File: config.mk
export PLATFORM = sky130hd
export DESIGN_NAME = ncs_cell
export DESIGN_NICKNAME = d
export VERILOG_FILES = /design/src/rtl/ncs_pkg.sv /design/src/rtl/ncs_ram.sv /design/src/rtl/ncs_cell.sv
export SDC_FILE = /design/constraint.sdc
export NUM_CORES = 2
export LEC_CHECK = 0
export CAP_MARGIN = 20
export CORE_MARGIN = 2
export CORE_UTILIZATION = 58
export CTS_BUF_LIST = sky130_fd_sc_hd__clkbuf_16
export CTS_CLUSTER_SIZE = 8
export DETAILED_ROUTE_END_ITERATION = 6
export DONT_BUFFER_PORTS = 1
export PLACE_DENSITY = 0.76
export SYNTH_ARGS = -nofsm -noshare
export SYNTH_HDL_FRONTEND = slang
export SYNTH_HIERARCHICAL = 1
export SYNTH_SLANG_ARGS = --single-unit
File: constraint.sdc
create_clock -name clk -period 5.65 [get_ports clk]
set_input_delay 0.8475 -clock clk [delete_from_list [all_inputs] [get_ports clk]]
set_output_delay 0.8475 -clock clk [all_outputs]
set_load 0.05 [all_outputs]
File: src/rtl/ncs_pkg.sv
// ----------------------------------------------------------------------------
// ncs_pkg
// Shared constants and types for the nearest codeword search unit.
// ----------------------------------------------------------------------------
package ncs_pkg;

    localparam int NUM_WORDS  = 64;   // dictionary words, one cell each (1..256)
    localparam int WORD_DIMS  = 64;   // elements per word (1..64)

    localparam int WORD_IDX_W = 6;
    localparam int DIM_IDX_W  = 6;
    localparam int ELEM_W     = 16;
    localparam int DIST_W     = 38;
    localparam int CFG_W      = 7;
    localparam int SQ_W       = 2 * ELEM_W;

    localparam int DIM_ADDR_W = (WORD_DIMS > 1) ? $clog2(WORD_DIMS) : 1;
    localparam int WORDS_CAP  = (NUM_WORDS < 64) ? NUM_WORDS : 64;

    // pipeline fill plus one chain hop per cell
    localparam int SEARCH_CYCLES = NUM_WORDS + 3;
    localparam int CNT_W         = $clog2(SEARCH_CYCLES + 1);

    // register indexes
    localparam logic REG_WORDS_IN_USE = 1'b0;
    localparam logic REG_DIMS_IN_USE  = 1'b1;

    // item kinds
    localparam logic OP_LOAD  = 1'b0;
    localparam logic OP_QUERY = 1'b1;

    // running best handed from cell to cell
    typedef struct packed {
        logic                  valid;
        logic [WORD_IDX_W-1:0] idx;
        logic [DIST_W-1:0]     distance;
    } chain_t;

    // broadcast control to every cell
    typedef struct packed {
        logic accum;   // add the square now in stage 3
        logic clear;   // zero the accumulator
    } cell_ctrl_t;

endpackage

File: src/rtl/ncs_ram.sv
// ----------------------------------------------------------------------------
// ncs_ram
// Generic single-write, single-read RAM with registered read data.
// ----------------------------------------------------------------------------
module ncs_ram #(
    parameter int WIDTH = 16,
    parameter int DEPTH = 64
) (
    input  logic                                     clk,
    input  logic                                     we,
    input  logic [((DEPTH > 1) ? $clog2(DEPTH) : 1)-1:0] waddr,
    input  logic [WIDTH-1:0]                         wdata,
    input  logic [((DEPTH > 1) ? $clog2(DEPTH) : 1)-1:0] raddr,
    output logic [WIDTH-1:0]                         rdata
);

    logic [WIDTH-1:0] mem_reg [DEPTH];

    always_ff @(posedge clk)
    begin
        if (we)
        begin
            mem_reg[waddr] <= wdata;
        end
        rdata <= mem_reg[raddr];
    end

endmodule

File: src/rtl/ncs_cell.sv
// ----------------------------------------------------------------------------
// ncs_cell
// One dictionary word: element store, squared-difference pipeline,
// saturating accumulator and one stage of the argmin chain.
// ----------------------------------------------------------------------------
module ncs_cell
    import ncs_pkg::*;
(
    input  logic                    clk,
    input  logic                    rst_n,
    input  logic                    in_use,
    input  logic [WORD_IDX_W-1:0]   cell_id,
    input  logic                    load_we,
    input  logic [DIM_ADDR_W-1:0]   load_addr,
    input  logic [ELEM_W-1:0]       load_data,
    input  logic [DIM_ADDR_W-1:0]   rd_addr,
    input  logic [ELEM_W-1:0]       query_s1,
    input  cell_ctrl_t              ctrl,
    input  chain_t                  chain_in,
    output chain_t                  chain_out
);

    logic [ELEM_W-1:0]   dict_s1;
    logic [ELEM_W:0]     diff;
    logic [ELEM_W:0]     diff_abs;
    logic [ELEM_W-1:0]   abs_reg;
    logic [SQ_W-1:0]     sq_reg;
    logic [DIST_W:0]     sum;
    logic [DIST_W-1:0]   acc_reg;
    logic [DIST_W-1:0]   acc_next;
    chain_t              chain_reg;
    chain_t              chain_next;

    ncs_ram #(
        .WIDTH (ELEM_W),
        .DEPTH (WORD_DIMS)
    ) u_ram (
        .clk   (clk),
        .we    (load_we),
        .waddr (load_addr),
        .wdata (load_data),
        .raddr (rd_addr),
        .rdata (dict_s1)
    );

    // |a - b| of two signed 16-bit values fits in 16 unsigned bits
    assign diff     = {query_s1[ELEM_W-1], query_s1} - {dict_s1[ELEM_W-1], dict_s1};
    assign diff_abs = diff[ELEM_W] ? (~diff + 1'b1) : diff;

    assign sum = {1'b0, acc_reg} + {{(DIST_W + 1 - SQ_W){1'b0}}, sq_reg};

    always_comb
    begin
        acc_next = acc_reg;
        if (ctrl.clear)
        begin
            acc_next = '0;
        end
        else if (ctrl.accum && in_use)
        begin
            acc_next = sum[DIST_W] ? {DIST_W{1'b1}} : sum[DIST_W-1:0];
        end
    end

    // strict less keeps the lower index on ties
    always_comb
    begin
        chain_next = chain_in;
        if (in_use && (!chain_in.valid || acc_reg < chain_in.distance))
        begin
            chain_next.valid    = 1'b1;
            chain_next.idx      = cell_id;
            chain_next.distance = acc_reg;
        end
    end

    always_ff @(posedge clk)
    begin
        abs_reg <= diff_abs[ELEM_W-1:0];
        sq_reg  <= abs_reg * abs_reg;
    end

    always_ff @(posedge clk or negedge rst_n)
    begin
        if (!rst_n)
        begin
            acc_reg   <= '0;
            chain_reg <= '0;
        end
        else
        begin
            acc_reg   <= acc_next;
            chain_reg <= chain_next;
        end
    end

    assign chain_out = chain_reg;

endmodule

## After elaboration in Yosys (flattened, before gate mapping)

Memories as Yosys holds them, arrays and structs flattened. A register that Yosys moved wholly into a read port is not among the register bits.
Cells that the tools add are included.

| storage, ports and cells | value |
|---|---|
| bits in registers | 131 |
| memory bits (writable) | 1024 |
| bits in latches | 0 |
| output and inout bits | 45 |
| input bits | 101 |
| memories kept | 1 |
| memory bits (read-only) | 0 |
| word-level logic and storage cells | 25 |

| cells by class | value |
|---|---|
| bitwise operators | 1 |
| shifts and indexed selects | 0 |
| div/mod/pow operators | 0 |
| add/subtract/negate cells | 3 |
| eq/ne operators | 0 |
| order comparisons | 1 |
| multiplexer cells | 7 |
| reductions and logical operators | 5 |
| multipliers | 1 |

Memory list:

| name | words | width | rd ports | clocked after Yosys merged registers in | write ports | line | text |
|---|---|---|---|---|---|---|---|
| u_ram.mem_reg | 64 | 16 | 1 | 1 | 1 | ncs_ram.sv:17 | `logic [WIDTH-1:0] mem_reg [DEPTH];` |

Operator list:

| operator | number |
|---|---|
| $mux 38 | 3 |
| $mux 45 | 1 |
| $add 38x32->39 | 1 |
| $lt 38x38->1 | 1 |
| $mul 16x16->32 | 1 |
| $sub 16x16->17 | 1 |
| $add 16x1->16 const B | 1 |
| $mux 16 | 1 |
| $not 16->16 | 1 |
| $logic_and 1x1->1 | 2 |
| $mux 1 | 2 |
| $reduce_bool 2->1 | 1 |
| $logic_not 1->1 | 1 |
| $logic_or 1x1->1 | 1 |

## Depth between registers and ports, before layout

| depth | value |
|---|---|
| depth in word-level cells | 4 |
| gate-level depth with buffers | 24 |
| depth with buffers taken out | 23 |

## Modules after synthesis

Netlist, hierarchy kept.

By module, submodules not included:

| module | instances | sequential area each (um^2) | area an instance (um^2) | cells an instance |
|---|---|---|---|---|
| ncs_ram | 1 | 31069.8 | 40042.2 | 1829 |
| ncs_cell | 1 | 3017.9 | 15406.0 | 1677 |

## Worst setup path after synthesis

Ideal clock, no wire load.

| path | value |
|---|---|
| path type | register -> register |
| from | register abs_reg[1] |
| to | register sq_reg[31] |
| arrival | 5.994 ns |
| library setup time | 0.122 ns |
| cell stages (with the launch flop) | 21 |
| required time | 5.528 ns |
| buffers on the path | 3 |
| clock period less this slack | 6.116 ns |
| slack | -0.466 ns |
| path through | dfxtp_1 > clkbuf_1 > clkbuf_1 > nand2_1 > fa_1 > fa_1 > fa_1 > fa_1 > fa_1 > fa_1 > inv_1 > ha_1 > clkbuf_1 > nand2_1 > or2_2 > a211oi_1 > o2111ai_1 > o21ai_0 > nand3_1 > a32oi_1 > xnor2_1 |

| between the ends | value |
|---|---|
| longest elaborated chain between the ends | 1 |

Ends and longest elaborated chain:

| element | line | text |
|---|---|---|
| start: declaration | ncs_cell.sv:26 | `logic [ELEM_W-1:0] abs_reg;` |
| start signal: assignment | ncs_cell.sv:79 | `abs_reg <= diff_abs[ELEM_W-1:0];` |
| $mul 16x16->32 | ncs_cell.sv:80 | `sq_reg <= abs_reg * abs_reg;` |
| end signal: assignment | ncs_cell.sv:80 |  |
| end: declaration | ncs_cell.sv:27 | `logic [SQ_W-1:0] sq_reg;` |

Every way passes these cells.
A chain may end at the register's enable or synchronous reset.

## Worst setup path after layout

| path | value |
|---|---|
| from | register abs_reg[12] |
| to | register sq_reg[31] |

Same word-level chain as after synthesis.

==> results <==
- The synthesized netlist cell count is between 3000 and 4000.
- After clock tree synthesis, the clock-pin slew on the worst setup and hold paths is 50 ps.
- After synthesis the cells add up to 55400 um^2.
- Compared with the post-synthesis result, the final layout area differs by 12.5%.
- The worst setup path is launched from a flop.
- CTS built an H-tree with a depth of 4.
- The count of yosys warnings during synthesis is 6.
- The initial antenna violation count is 5.
- Each instance of the synthesized netlist takes up on average 15.8 um^2.
- Yosys mapped a number of flops with a built-in enable equal to between 1000 and 1500.
- The pin count of the biggest net entering global routing is ~260.
- The wire-length estimate of the detail-placed layout is ~80000 um.
- In this run the count of I/O pins placed on the die edge is between 100 and 150.
- The total of fill cells in the finished design is slightly above 6000.
- The net total in the final layout is 4139.
- Setup violations remaining at the end of the flow were counted as 0.
- After synthesis, the share of flip-flops with an asynchronous set or reset is 0.0709.
- From bottom edge to top edge, the die measures 313 um.
- The number of synthesized register bits is between 1000 and 1500.
- In the finished design, the share of the clock period the worst path needs comes to 0.997.
- STA classifies the critical path endpoint as a flop.
- Setup repair after global routing could not meet its margin everywhere.
- In this run, the number of DRC markers left after iteration 0 of detailed routing was roughly 3400.
- The critical path is of the reg2reg type.
- The total number of vias is 31700.
- The routed wire length per instance is 26.8 um.
- For the pin with the worst max-slew slack, the measured transition is 1150 ps.
- The worst hold path belongs to the class in2reg.
- The number of standard-cell rows in the floorplan is between 100 and 150.
- After global routing the overflow that remains totals 0.
- In the global route stage, overall resource usage came out at 0.278.
- The post-route antenna net violation count is 0.
- The longest clock path from root to sink contains 3 buffers.
- The starting utilization of the core area is 0.584.
- The total clock buffers created by CTS is between 150 and 200.
- In the layout the commonest cells are sky130_fd_sc_hd__edfxtp_1, sky130_fd_sc_hd__inv_1, sky130_fd_sc_hd__mux4_2.
- Clock skew on the completed layout was measured at between 40 and 50 ps.
- The via count of the first global-routing pass is roughly 33000.
- The fraction of layout cells with a size suffix above 1 is 0.206.
- The count of TritonRoute iterations in the first routing pass is 6.
- The remaining design rule violation count is 0.
- The floorplan step defined a die boundary enclosing a little under 100000 um^2.
- The count of port buffers added during placement is 0.
- The dominant synthesized flop cell is sky130_fd_sc_hd__edfxtp_1.
- The flow ran to the end, and the final reports show no timing, DRC or antenna violations.
- Synthesis produced a netlist with a net count of 3958.
- The data required time at the worst endpoint is around 6300 ps.
- The library cell used most frequently in the layout, excluding fill and tap cells, is sky130_fd_sc_hd__edfxtp_1.
- The total length of routed wires is about 130000 um.
- After layout, the minimum clock period comes to between 5000 and 6000 ps.
- The achievable clock frequency is 178 MHz.
- TritonCTS built the clock tree.
- The count of unique library cells instantiated by Yosys is 92.
- In the routed layout, each cell is associated on average with a via count of approximately 6.3.
- Across the run, the number of max-cap violations was 0.
- Adding up every negative setup slack in the final design gives 0 ps.
- Along the worst path, the maximum fanout reaches 6.
- STA puts the critical path data arrival time at roughly 6300 ps.
- The count of clock tree sinks is about 1200.
- The first global-routing pass estimated 203000 um of wire.
- The later pin in the worst-skew pair is clocked with a latency of roughly 770 ps.
- The final number of max-transition violations was 0.
- The width of the die is approximately 310 um.
- The tree is rooted in a sky130_fd_sc_hd__clkbuf_16.
- The standard cell core area is 94900 um^2.
- The relative slew slack is 0.235.
- The weighted congestion reported at the end of routability-driven placement is a little under 0.9.
- The number of failing hold endpoints at the final stage was 0.
- The number of flip-flops in the largest register is between 1000 and 1500.
- The post-synthesis sequential area ratio is 0.615.
-- routing by layer --
| metal | share of wire | wire [um] | track usage |
|---|---|---|---|
| met1 | 0.36 | 47700 | 0.342 |
| met2 | 0.52 | 69700 | 0.480 |
| met3 | 0.080 | 10700 | 0.0551 |
| met4 | 0.043 | 5730 | 0.122 |
| met5 | 0.00017 | 23 | 0 |
-- area by class of cell --
| cell class | instances | area, um^2 | area share |
|---|---|---|---|
| multi-input combinational | 1861 | 19500 | 0.313 |
| timing repair buffer | 176 | 1400 | 0.0224 |
| sequential | 1170 | 34100 | 0.547 |
| antenna | 5 | 12.5 | 0.000201 |
| tap | 1265 | 1580 | 0.0254 |
| clock buffer | 165 | 4130 | 0.0662 |
| inverter | 313 | 1170 | 0.0188 |
| clock inverter | 40 | 434 | 0.00696 |
-- synth_stat cells, types with 74 or more instances --
cell type | n | area, um^2
sky130_fd_sc_hd__fa_1 | 165 | 3300
sky130_fd_sc_hd__inv_1 | 313 | 1170
sky130_fd_sc_hd__mux2i_1 | 89 | 891
sky130_fd_sc_hd__ha_1 | 186 | 2330
sky130_fd_sc_hd__mux2_2 | 74 | 833
sky130_fd_sc_hd__nor2_1 | 165 | 619
sky130_fd_sc_hd__dfrtp_1 | 83 | 2080
sky130_fd_sc_hd__mux4_2 | 220 | 4950
sky130_fd_sc_hd__a21oi_1 | 80 | 400
sky130_fd_sc_hd__clkbuf_1 | 78 | 293
sky130_fd_sc_hd__nand2_1 | 172 | 646
sky130_fd_sc_hd__edfxtp_1 | 1024 | 30700
-- through the flow --
step	hold WS (ps)	cells	instance area [um^2]	utilization	worst slack, ps
after floorplan	374	3506	55600	-	1.90
after global placement	542	4777	57400	0.605	-197
after detailed placement	547	4778	57400	0.605	-285
after CTS	117	4989	62200	0.656	0.120
after global routing	135	4993	62400	0.658	-213
final	167	4995	62400	0.658	19.4
-- cell families after synthesis --
family,synth area share
flip-flops,0.615
AND/OR/NAND/NOR,0.0531
buffers and inverters,0.0387
AO/OA/AOI/OAI,0.0559
multiplexers,0.122
adder cells (fa/ha/maj),0.102
XOR/XNOR,0.0137
-- critical path, stage by stage, from the launching register on --
cell and delay (ps):
sky130_fd_sc_hd__dfxtp_4 370, sky130_fd_sc_hd__and2_1 170, sky130_fd_sc_hd__buf_4 130, sky130_fd_sc_hd__fa_1 530
sky130_fd_sc_hd__inv_1 70, sky130_fd_sc_hd__fa_1 530, sky130_fd_sc_hd__fa_1 450, sky130_fd_sc_hd__fa_1 510
sky130_fd_sc_hd__fa_1 540, sky130_fd_sc_hd__inv_1 50, sky130_fd_sc_hd__fa_2 450, sky130_fd_sc_hd__ha_4 300
sky130_fd_sc_hd__nand2_1 70, sky130_fd_sc_hd__or2_4 270, sky130_fd_sc_hd__a211oi_4 240, sky130_fd_sc_hd__o2111ai_2 180
sky130_fd_sc_hd__o21ai_2 220, sky130_fd_sc_hd__nand3_2 90, sky130_fd_sc_hd__a32oi_1 230, sky130_fd_sc_hd__xnor2_1 140
-- final timing paths --
check	start	end	slack, ps	depth (start not counted)
min in group asynchronous	rst_n	chain_out[11]	680	2
setup reg to reg	abs_reg[12]	sq_reg[31]	20	19
hold / removal	ctrl[0]	acc_reg[28]	170	1
max in group asynchronous	rst_n	acc_reg[30]	4610	2
hold reg to reg	u_ram/rdata[0]	abs_reg[0]	550	2
setup / recovery	abs_reg[12]	sq_reg[31]	20	19
-- repair_timing --
| action | in CTS | in global routing |
|---|---|---|
| hold buffers | 2 | 0 |
| gates cloned | 0 | 0 |
| pin swaps | 20 | 42 |
| endpoints found under the hold margin | 83 | 0 |
| resized for setup | 46 | 57 |
| buffers inserted | 4 | 3 |
| setup endpoints to repair | 14 | 15 |
Power is left out: the tool's default activity adds up to more than one toggle a clock period on the data nets, which glitch-free logic cannot reach.
